### src/design/cpv_pkg.sv
package cpv_pkg;

    // field widths
    localparam int unsigned DAY_W    = 20;
    localparam int unsigned SEC_W    = 17;
    localparam int unsigned NANO_W   = 30;
    localparam int unsigned ENERGY_W = 16;
    localparam int unsigned POS_W    = 15;
    localparam int unsigned SQ_W     = 29;
    localparam int unsigned R2_W     = 30;
    localparam int unsigned COUNT_W  = 32;

    // stream packing
    localparam int unsigned S_TDATA_W = 128;
    localparam int unsigned M_TDATA_W = 80;
    localparam int unsigned M_TUSER_W = 3;

    // configuration port
    localparam int unsigned CFG_INDEX_W = 1;
    localparam int unsigned CFG_DATA_W  = 30;

    typedef enum logic [CFG_INDEX_W-1:0] {
        CFG_MIN_ENERGY = 1'b0,
        CFG_WINDOW     = 1'b1
    } cfg_index_t;

    // region of interest: energy window in keV and squared radius in mm^2
    localparam logic [ENERGY_W-1:0] ROI_E_LOW    = 16'd2470;
    localparam logic [ENERGY_W-1:0] ROI_E_HIGH   = 16'd2640;
    localparam logic [R2_W-1:0]     ROI_R2_LIMIT = 30'd12250000;

    // positions on m_tuser
    localparam int unsigned MU_KEEP = 0;
    localparam int unsigned MU_ROI  = 1;
    localparam int unsigned MU_LAST = 2;

    // event held in the input register
    typedef struct packed {
        logic [DAY_W-1:0]    day;
        logic [SEC_W-1:0]    sec;
        logic [NANO_W-1:0]   nano;
        logic [ENERGY_W-1:0] energy;
        logic                fit_ok;
        logic [SQ_W-1:0]     sq_x;
        logic [SQ_W-1:0]     sq_y;
        logic [SQ_W-1:0]     sq_z;
        logic                final_event;
    } event_t;

endpackage

### src/design/coincidence_pair_veto_core.sv
// channel | dir | handshake          | payload
// s_      | in  | s_tvalid/s_tready  | s_tdata event fields, s_tuser fit_ok, s_tlast final_event
// m_      | out | m_tvalid/m_tready  | m_tdata energy and counters, m_tuser flags, m_tlast run_end
// cfg_    | in  | cfg_valid/cfg_ready| cfg_index register, cfg_data value
//
// one input register (squares of the position taken on entry) and one result register;
// a new beat is accepted every cycle while the result register drains, except while a
// final event that follows a held event waits to issue its own result; a beat passes
// the input register, then the result register; the decision for an event appears when
// the next event of the run arrives. a final event that follows a held event yields two
// result beats, issued one after the other through the single result register.
// aresetn is synchronous, active low; it clears control state, counters and configuration registers.
module coincidence_pair_veto_core (
    input  logic                               aclk,
    input  logic                               aresetn,
    // day[19:0] second[36:20] nano[66:37] energy[82:67] x[97:83] y[112:98] z[127:113]
    input  logic [cpv_pkg::S_TDATA_W-1:0]      s_tdata,
    // fit_ok[0]
    input  logic                               s_tuser,
    input  logic                               s_tlast,
    input  logic                               s_tvalid,
    output logic                               s_tready,
    // decided_energy[15:0] roi_total[47:16] roi_kept[79:48]
    output logic [cpv_pkg::M_TDATA_W-1:0]      m_tdata,
    // keep[0] in_roi[1] last[2]
    output logic [cpv_pkg::M_TUSER_W-1:0]      m_tuser,
    output logic                               m_tlast,
    output logic                               m_tvalid,
    input  logic                               m_tready,
    input  logic                               cfg_valid,
    output logic                               cfg_ready,
    input  logic [cpv_pkg::CFG_INDEX_W-1:0]    cfg_index,
    input  logic [cpv_pkg::CFG_DATA_W-1:0]     cfg_data
);

    // configuration registers
    logic [cpv_pkg::ENERGY_W-1:0] min_energy_reg;
    logic [cpv_pkg::NANO_W-1:0]   window_reg;

    // input register
    logic                 ev_valid_reg;
    cpv_pkg::event_t      ev_reg;
    cpv_pkg::event_t      ev_next;
    logic                 phase_reg;

    // held event
    logic                         held_valid_reg;
    logic [cpv_pkg::DAY_W-1:0]    held_day_reg;
    logic [cpv_pkg::SEC_W-1:0]    held_sec_reg;
    logic [cpv_pkg::NANO_W-1:0]   held_nano_reg;
    logic [cpv_pkg::ENERGY_W-1:0] held_energy_reg;
    logic                         held_fit_reg;
    logic                         held_roi_reg;
    logic                         veto_reg;

    // counters
    logic [cpv_pkg::COUNT_W-1:0]  roi_total_reg;
    logic [cpv_pkg::COUNT_W-1:0]  roi_kept_reg;
    logic [cpv_pkg::COUNT_W-1:0]  roi_total_next;
    logic [cpv_pkg::COUNT_W-1:0]  roi_kept_next;

    // result register
    logic                         m_valid_reg;
    logic [cpv_pkg::M_TDATA_W-1:0] m_data_reg;
    logic [cpv_pkg::M_TUSER_W-1:0] m_user_reg;
    logic                         m_last_reg;

    logic signed [cpv_pkg::POS_W-1:0] pos_x;
    logic signed [cpv_pkg::POS_W-1:0] pos_y;
    logic signed [cpv_pkg::POS_W-1:0] pos_z;
    logic signed [2*cpv_pkg::POS_W-1:0] prod_x;
    logic signed [2*cpv_pkg::POS_W-1:0] prod_y;
    logic signed [2*cpv_pkg::POS_W-1:0] prod_z;

    logic [cpv_pkg::R2_W-1:0]     r2;
    logic                         cur_roi;
    logic [cpv_pkg::NANO_W-1:0]   nano_diff;
    logic                         pair;
    logic                         held_keep;
    logic                         emit_held;
    logic                         emit_fin;
    logic                         hold_only;
    logic                         out_free;
    logic                         emit;
    logic                         done;
    logic                         res_keep;
    logic [cpv_pkg::ENERGY_W-1:0] res_energy;
    logic                         res_roi;
    logic                         res_run_end;
    logic                         res_last;
    logic                         s_fire;

    // configuration writes are always taken
    assign cfg_ready = 1'b1;

    always_ff @(posedge aclk) begin
        if (!aresetn) begin
            min_energy_reg <= '0;
            window_reg     <= '0;
        end else if (cfg_valid) begin
            unique case (cpv_pkg::cfg_index_t'(cfg_index))
                cpv_pkg::CFG_MIN_ENERGY: min_energy_reg <= cfg_data[cpv_pkg::ENERGY_W-1:0];
                cpv_pkg::CFG_WINDOW:     window_reg     <= cfg_data[cpv_pkg::NANO_W-1:0];
                default: ;
            endcase
        end
    end

    // unpack the input beat and square the position on entry
    assign pos_x  = $signed(s_tdata[97:83]);
    assign pos_y  = $signed(s_tdata[112:98]);
    assign pos_z  = $signed(s_tdata[127:113]);
    assign prod_x = pos_x * pos_x;
    assign prod_y = pos_y * pos_y;
    assign prod_z = pos_z * pos_z;

    always_comb begin
        ev_next.day         = s_tdata[19:0];
        ev_next.sec         = s_tdata[36:20];
        ev_next.nano        = s_tdata[66:37];
        ev_next.energy      = s_tdata[82:67];
        ev_next.fit_ok      = s_tuser;
        ev_next.sq_x        = prod_x[cpv_pkg::SQ_W-1:0];
        ev_next.sq_y        = prod_y[cpv_pkg::SQ_W-1:0];
        ev_next.sq_z        = prod_z[cpv_pkg::SQ_W-1:0];
        ev_next.final_event = s_tlast;
    end

    // region of interest of the registered event
    assign r2 = cpv_pkg::R2_W'(ev_reg.sq_x) + cpv_pkg::R2_W'(ev_reg.sq_y)
              + cpv_pkg::R2_W'(ev_reg.sq_z);
    assign cur_roi = (ev_reg.energy > cpv_pkg::ROI_E_LOW) && (ev_reg.energy < cpv_pkg::ROI_E_HIGH)
                   && (r2 < cpv_pkg::ROI_R2_LIMIT) && ev_reg.fit_ok;

    // coincidence test against the held event
    assign nano_diff = (ev_reg.nano > held_nano_reg) ? (ev_reg.nano - held_nano_reg)
                                                     : (held_nano_reg - ev_reg.nano);
    assign pair = (ev_reg.day == held_day_reg) && (ev_reg.sec == held_sec_reg)
                && (nano_diff < window_reg)
                && (held_energy_reg > min_energy_reg) && (ev_reg.energy > min_energy_reg)
                && held_fit_reg && ev_reg.fit_ok;
    assign held_keep = !(veto_reg || pair);

    // what the registered event does this cycle
    assign emit_held = ev_valid_reg && held_valid_reg && !phase_reg;
    assign emit_fin  = ev_valid_reg && !emit_held && ev_reg.final_event;
    assign hold_only = ev_valid_reg && !emit_held && !ev_reg.final_event;
    assign out_free  = !m_valid_reg || m_tready;
    assign emit      = (emit_held || emit_fin) && out_free;
    assign done      = hold_only || (emit_fin && out_free)
                     || (emit_held && out_free && !ev_reg.final_event);

    assign s_tready = !ev_valid_reg || done;
    assign s_fire   = s_tvalid && s_tready;

    // result fields
    always_comb begin
        if (emit_held) begin
            res_keep    = held_keep;
            res_energy  = held_energy_reg;
            res_roi     = held_roi_reg;
            res_run_end = 1'b0;
            res_last    = !ev_reg.final_event;
        end else begin
            res_keep    = 1'b0;
            res_energy  = ev_reg.energy;
            res_roi     = cur_roi;
            res_run_end = 1'b1;
            res_last    = 1'b1;
        end
    end

    // saturating counters, counted as the result is issued
    always_comb begin
        roi_total_next = roi_total_reg;
        roi_kept_next  = roi_kept_reg;
        if (emit && res_roi) begin
            if (roi_total_reg != '1) begin
                roi_total_next = roi_total_reg + 1'b1;
            end
            if (res_keep && (roi_kept_reg != '1)) begin
                roi_kept_next = roi_kept_reg + 1'b1;
            end
        end
    end

    // control state
    always_ff @(posedge aclk) begin
        if (!aresetn) begin
            ev_valid_reg   <= 1'b0;
            phase_reg      <= 1'b0;
            held_valid_reg <= 1'b0;
            veto_reg       <= 1'b1;
            roi_total_reg  <= '0;
            roi_kept_reg   <= '0;
            m_valid_reg    <= 1'b0;
        end else begin
            roi_total_reg <= roi_total_next;
            roi_kept_reg  <= roi_kept_next;

            if (s_fire) begin
                ev_valid_reg <= 1'b1;
            end else if (done) begin
                ev_valid_reg <= 1'b0;
            end

            if (emit_held && out_free) begin
                veto_reg <= pair;
                if (ev_reg.final_event) begin
                    phase_reg <= 1'b1;
                end
            end else if (emit_fin && out_free) begin
                veto_reg       <= 1'b1;
                held_valid_reg <= 1'b0;
                phase_reg      <= 1'b0;
            end else if (hold_only) begin
                held_valid_reg <= 1'b1;
            end

            if (emit) begin
                m_valid_reg <= 1'b1;
            end else if (m_tready) begin
                m_valid_reg <= 1'b0;
            end
        end
    end

    // payload registers
    always_ff @(posedge aclk) begin
        if (s_fire) begin
            ev_reg <= ev_next;
        end
        if (done && !ev_reg.final_event) begin
            held_day_reg    <= ev_reg.day;
            held_sec_reg    <= ev_reg.sec;
            held_nano_reg   <= ev_reg.nano;
            held_energy_reg <= ev_reg.energy;
            held_fit_reg    <= ev_reg.fit_ok;
            held_roi_reg    <= cur_roi;
        end
        if (emit) begin
            m_data_reg <= {roi_kept_next, roi_total_next, res_energy};
            m_user_reg <= {res_last, res_roi, res_keep};
            m_last_reg <= res_run_end;
        end
    end

    assign m_tvalid = m_valid_reg;
    assign m_tdata  = m_data_reg;
    assign m_tuser  = m_user_reg;
    assign m_tlast  = m_last_reg;

`ifndef SYNTHESIS
    // the last event of a run is never kept
    assert property (@(posedge aclk) disable iff (!aresetn)
        m_valid_reg && m_last_reg |-> !m_user_reg[cpv_pkg::MU_KEEP])
        else $error("run end result marked keep");

    // a first-of-two result never closes the run
    assert property (@(posedge aclk) disable iff (!aresetn)
        m_valid_reg && !m_user_reg[cpv_pkg::MU_LAST] |-> !m_last_reg)
        else $error("run end on non-final result of an item");

    // kept count never passes total count
    assert property (@(posedge aclk) disable iff (!aresetn)
        roi_kept_reg <= roi_total_reg)
        else $error("kept roi count exceeds total");

    // second phase only with an event in the input register and one held
    assert property (@(posedge aclk) disable iff (!aresetn)
        phase_reg |-> ev_valid_reg && held_valid_reg && ev_reg.final_event)
        else $error("second phase without a final event pending");

    // closing a run leaves nothing held and the next event vetoed
    assert property (@(posedge aclk) disable iff (!aresetn)
        emit_fin && out_free |=> veto_reg && !held_valid_reg && !phase_reg)
        else $error("run not closed after final result");
`endif

endmodule

### config.mk
export PLATFORM = sky130hd
export DESIGN_NAME = coincidence_pair_veto_core
export DESIGN_NICKNAME = d
export VERILOG_FILES = /design/src/design/cpv_pkg.sv /design/src/design/coincidence_pair_veto_core.sv
export SDC_FILE = /design/constraint.sdc
export NUM_CORES = 2
export LEC_CHECK = 0
export BUFFER_PORTS_ARGS = -buffer_cell sky130_fd_sc_hd__buf_2
export CORE_ASPECT_RATIO = 0.8
export CORE_MARGIN = 2
export CORE_UTILIZATION = 26
export DETAILED_ROUTE_END_ITERATION = 6
export PLACE_DENSITY = 0.43
export SETUP_SLACK_MARGIN = 0.1
export SYNTH_ARGS = -nofsm -noshare
export SYNTH_HDL_FRONTEND = slang
export SYNTH_SLANG_ARGS = --single-unit
### constraint.sdc
create_clock -name aclk -period 5.83 [get_ports aclk]
set_input_delay 0.2915 -clock aclk [delete_from_list [all_inputs] [get_ports aclk]]
set_output_delay 0.2915 -clock aclk [all_outputs]
set_load 0.005 [all_outputs]
[Word-level counts from Yosys, hierarchy flattened]
Index checks and enable logic that the tools add are counted.
Operators by class
  reduce and logical (&&, ||, !) cells: 42
  add/sub/neg operators: 6
  multiply operators: 3
  multiplexer cells: 20
  equality and inequality tests: 5
  bitwise operators: 2
  $lt $le $gt $ge: 7
Operators by type and width (number)
  $mux W32: 4
  $mul A15 B15 Y29: 3
  $add A32 B1 Y32 const B: 2
  $ne A32 B32 Y1 const B: 2
  $sub A30 B30 Y30: 2
  $gt A16 B16 Y1: 2
  $add A29 B29 Y30: 1
  $add A30 B29 Y30: 1
  $gt A30 B30 Y1: 1
  $lt A30 B24 Y1 const B: 1
  $lt A30 B30 Y1: 1
  $mux W30: 1
  $logic_and A1 B1 Y1: 22
  $eq A20 B20 Y1: 1
  $eq A17 B17 Y1: 1
  $gt A16 B12 Y1 const B: 1
  $lt A16 B12 Y1 const B: 1
  $mux W16: 1
  $mux W1: 14
  $reduce_and A2 Y1: 4
  $reduce_bool A2 Y1: 4
  $logic_not A1 Y1: 6
  $logic_or A1 B1 Y1: 6
  $ne A2 B2 Y1 const B: 1
  $not A1 Y1: 2
Storage, ports and cells
  bits of input ports: 166
  register bits: 456

[Logic depth before layout (Yosys ltp)]
  depth after elaboration: 14
  gate-level depth with buffers: 30
  depth with buffers taken out: 28

[Worst setup path before layout]
No wires, ideal clock.
  path kind: input to register
  start point: input s_tdata[83] in the netlist's numbering
  end point: register ev_reg[87] in the netlist's numbering, data pin
  stages: 23
  path buffers: 1
  setup time: 0.260 ns
  slack: -0.600 ns
  data arrival time: 6.170 ns
  path through: clkbuf_1 -> nand2_1 -> fa_1 -> inv_1 -> fa_1 -> inv_1 -> fa_1 -> inv_1 -> fa_1 -> inv_1 -> fa_1 -> inv_1 -> fa_1 -> ha_1 -> and3_1 -> a21oi_1 -> inv_1 -> o31ai_1 -> o21a_1 -> o21ai_0 -> or4b_2 -> a31oi_1 -> xnor2_1
Between the ends
  word-level cells in the longest chain between the ends: 1
Ends and longest elaborated chain
  start, declared: line coincidence_pair_veto_core.sv:17  | input logic [cpv_pkg::S_TDATA_W-1:0] s_tdata,
  $mul A15 B15 Y29: line coincidence_pair_veto_core.sv:113  | assign prod_x = pos_x * pos_x;
  named net prod_x (one bit): line coincidence_pair_veto_core.sv:71  | logic signed [2*cpv_pkg::POS_W-1:0] prod_x;
  end signal, assigned: line coincidence_pair_veto_core.sv:231  | ev_reg <= ev_next;
  end, declared: line coincidence_pair_veto_core.sv:42  | cpv_pkg::event_t ev_reg;
The timed path passes the listed nets, and every way through them passes these cells.
A chain may end at the register's enable or synchronous reset.

[Worst setup path in the final report]
  start point: register ev_reg[107] in the netlist's numbering
  end point: register roi_kept_reg[1] in the netlist's numbering
Between the ends
  word-level cells in the longest chain between the ends: 14
Ends and longest elaborated chain
  $sub A30 B30 Y30 (tied with other cells): line coincidence_pair_veto_core.sv:137  | : (held_nano_reg - ev_reg.nano);
  $mux W30 *: line coincidence_pair_veto_core.sv:136  | assign nano_diff = (ev_reg.nano > held_nano_reg) ? (ev_reg.nano - held_nano_reg)
  $lt A30 B30 Y1 *: line coincidence_pair_veto_core.sv:139  | && (nano_diff < window_reg)
  $logic_and A1 B1 Y1 *: line coincidence_pair_veto_core.sv:139
  $logic_and A1 B1 Y1 * (2 in series): line coincidence_pair_veto_core.sv:140  | && (held_energy_reg > min_energy_reg) && (ev_reg.energy > min_energy_reg)
  $logic_and A1 B1 Y1 * (2 in series): line coincidence_pair_veto_core.sv:141  | && held_fit_reg && ev_reg.fit_ok;
  $logic_or A1 B1 Y1 *: line coincidence_pair_veto_core.sv:142  | assign held_keep = !(veto_reg || pair);
  $logic_not A1 Y1 *: line coincidence_pair_veto_core.sv:142
  $mux W1 *: line coincidence_pair_veto_core.sv:158  | if (emit_held) begin
  $logic_and A1 B1 Y1 *: line coincidence_pair_veto_core.sv:181  | if (res_keep && (roi_kept_reg != '1)) begin
  $mux W32 *: line coincidence_pair_veto_core.sv:181
  $mux W32 *: line coincidence_pair_veto_core.sv:177  | if (emit && res_roi) begin
  named net roi_kept_next (one bit): line coincidence_pair_veto_core.sv:60  | logic [cpv_pkg::COUNT_W-1:0] roi_kept_next;
  end signal, assigned: line coincidence_pair_veto_core.sv:199  | roi_kept_reg <= roi_kept_next;
  end, declared: line coincidence_pair_veto_core.sv:58  | logic [cpv_pkg::COUNT_W-1:0] roi_kept_reg;
The timed path passes the listed nets; every way through them passes the cells marked *.

==> flow_summary_export.csv <==
group,metric,value,unit
flow_run,drv_cap,0,
sta,min_period_over_period,98.6,%
synthesis,synth_area,44600,um2
sta,hold_viol,0,
critical_path,path_class,"flop to flop",
cells_and_area,largest_reg_flops,166,
clocking,cts_tree,"built",
sta,fin_skew,59.8,ps
route,wl_per_cell,15.7,um
sta,timing.fmax,174,MHz
synthesis,synth-seq-area-share,27.7,%
sta,worst_pin_slew,1140,ps
cells_and_area,final_util,33.7,%
placed_design,port_buffers,251,
placed_design,dp_slack,-679,ps
synthesis,yosys-top-cells-area,"fa_1, edfxtp_1, ha_1",
floorplanning,dieArea,175000,um2
critical_path,end_kind,"flop",
route,final_antenna_net_count,0,
synthesis,async_flop_share,0,%
synthesis,synth.net_count,5497,
floorplanning,fp.dieW,467,um
grt,grt_max_degree,141,
critical_path,max_stage_delay,410,ps
synthesis,yosys.area.top_type,"fa_1",
synthesis,synth_edf_count,335,
critical_path,slowest_stage,"edfxtp_1",
min_path,min_path_type,"input port to flop",
clocking,root_buffer,"clkbuf_16",
floorplanning,rows,135,
synthesis,synth_warnings,0,
clocking,cts_max_level,2,
floorplanning,die_h,374,um
grt,grt_pass1_vias,34034,
route,routed_via_density,4.22,
cells_and_area,drive_gt1_share,22.3,%
route,drt-total-wl,118,mm
synthesis,synth_cells,4324,
cells_and_area,final_nets,6383,
synthesis,yosysMostFrequentCell,"inv_1",
min_path,whs_path_depth,3,
grt,grt_pass1_wl,190,mm
route,vias,31713,
critical_path,critPathRequiredTime,6380,ps
clocking,clkTransAtPathRegs,60,ps
grt,track_usage,13.6,%
sta,setup_viol,0,
floorplanning,num_io_pins,253,
route,drcViolationCount,0,
synthesis,synth_common_cells,"inv_1, fa_1, nand2_1",
synthesis,synth_top_area_share,27.5,%
synthesis,ys_seq_elements,450,
placed_design,dp_hpwl,96.9,mm
critical_path,cp-start-kind,"flop",
critical_path,cp.arrival,6290,ps
route,drtPass1Iterations,5,
floorplanning,fp.coreArea,170000,um2
grt,antenna_found_initial,8,
clocking,clock_latency,650,ps
synthesis,synth_ff_type,"edfxtp_1",
sta,rsz0062_at_grt,"yes",
sta,post-route-min-period,5750,ps
synthesis,synth.avg_cell_area,10.3,um2
cells_and_area,syn_to_final_growth,28.5,%
clocking,cts.path.max_buffers,3,
sta,setup_ws,82.3,ps
clocking,numClockSinks,450,
sta,final_max_slew_viol_count,0,
clocking,cts_buffers,55,
grt,overflow,0,
critical_path,critPathMaxFanout,5,
critical_path,r2r_cells,28,
route,drt_iter0_markers,1296,
status,status,"finished, final reports clean",
synthesis,ys_types,83,
floorplanning,initial_core_util,26.3,%
sta,relSlewSlack,23.5,%
placed_design,gp_congestion,0.823,
==> repair_timing <==
action / in CTS / in global routing
hold buffers: 116 / 0
endpoints found under the hold margin: 132 / 0
pin swaps: 29 / 98
gates resized for setup: 62 / 219
cloned: 1 / 2
endpoints found under the setup margin: 69 / 83
setup buffers: 9 / 28
==> worst max-delay path, delay by kind of cell, from the launching register on <==
family                   cells  cell delay (ps)
buffers and inverters        5              710
multiplexers                 2              380
XOR/XNOR                     1              160
flip-flops                   1              410
AO/OA/AOI/OAI               12             2310
AND/OR/NAND/NOR              6             1140
adder cells (fa/ha/maj)      2              530
==> kinds of logic after synthesis <==
logic type / share of synthesized area [%]
flip-flops: 27.7
buffers and inverters: 8.31
other: 0.0168
AO/OA/AOI/OAI: 7.49
AND/OR/NAND/NOR: 11.8
multiplexers: 1.43
XOR/XNOR: 4.69
adder cells (fa/ha/maj): 38.6
==> final cells by class <==
cell class	instances	area, um2
flip-flops and latches	450	12400
multi-input cells	2889	29900
clock buffers	69	1490
clock inverters	35	434
repair buffers	942	7040
fillers	17448	113000
well taps	2260	2830
inverters	872	3280
diodes	2	5.00
==> placed cells by master (no fill, tap or decap), drive strengths merged, types with 21 or more instances in the layout <==
master / synthesis / routed
ha: 395 / 395
inv: 872 / 873
nor2b: 34 / 34
nand3: 62 / 62
o21ai: 65 / 65
nand2b: 69 / 69
xor2: 93 / 93
clkinv: 0 / 25
and3: 26 / 26
o21bai: 22 / 22
dfxtp: 115 / 115
a21oi: 186 / 186
nor4: 21 / 21
fa: 612 / 612
a21o: 93 / 93
o21a: 23 / 23
edfxtp: 335 / 335
nor3: 33 / 33
nor2: 135 / 135
buf: 5 / 814
and2: 166 / 166
dlygate4sd3: 0 / 116
clkbuf: 108 / 81
nand2: 422 / 422
mux2i: 56 / 56
xnor2: 146 / 146
nand4: 45 / 45
==> per-stage QoR <==
stage | instance area [um2] | setup TNS (ps) | cells | hold slack, ps
final | 57300 | 0 | 7519 | 95.1
after global routing | 57300 | -6120 | 7517 | 71.4
after CTS | 56100 | 0 | 7487 | 13.3
after detailed placement | 52700 | -44460 | 7258 | 440
after global placement | 52700 | -37060 | 7258 | 443
after floorplan | 45000 | 0 | 4324 | 390
==> layer usage <==
layer  vias up  part of all wire, %  track usage, %
met5         -                    0               0
met1     15574                   49            19.2
li1      15666                    -               -
met2       369                   47            22.7
met3       104                  2.8            1.30
met4         0                  1.9            2.65
==> path summary, 6_finish.rpt <==
check	start	end	slack, ps
hold / removal	m_tready	m_tvalid$_SDFFE_PN0P_	100
setup reg to reg	ev_reg[107]$_DFFE_PP_	roi_kept_reg[1]$_SDFF_PN0_	80
hold reg to reg	ev_reg[137]$_DFFE_PP_	held_sec_reg[2]$_DFFE_PP_	440
setup / recovery	ev_reg[107]$_DFFE_PP_	roi_kept_reg[1]$_SDFF_PN0_	80
Power is not shown: default switching activity piles up to over one toggle a cycle in this logic, so the estimate is an artifact.
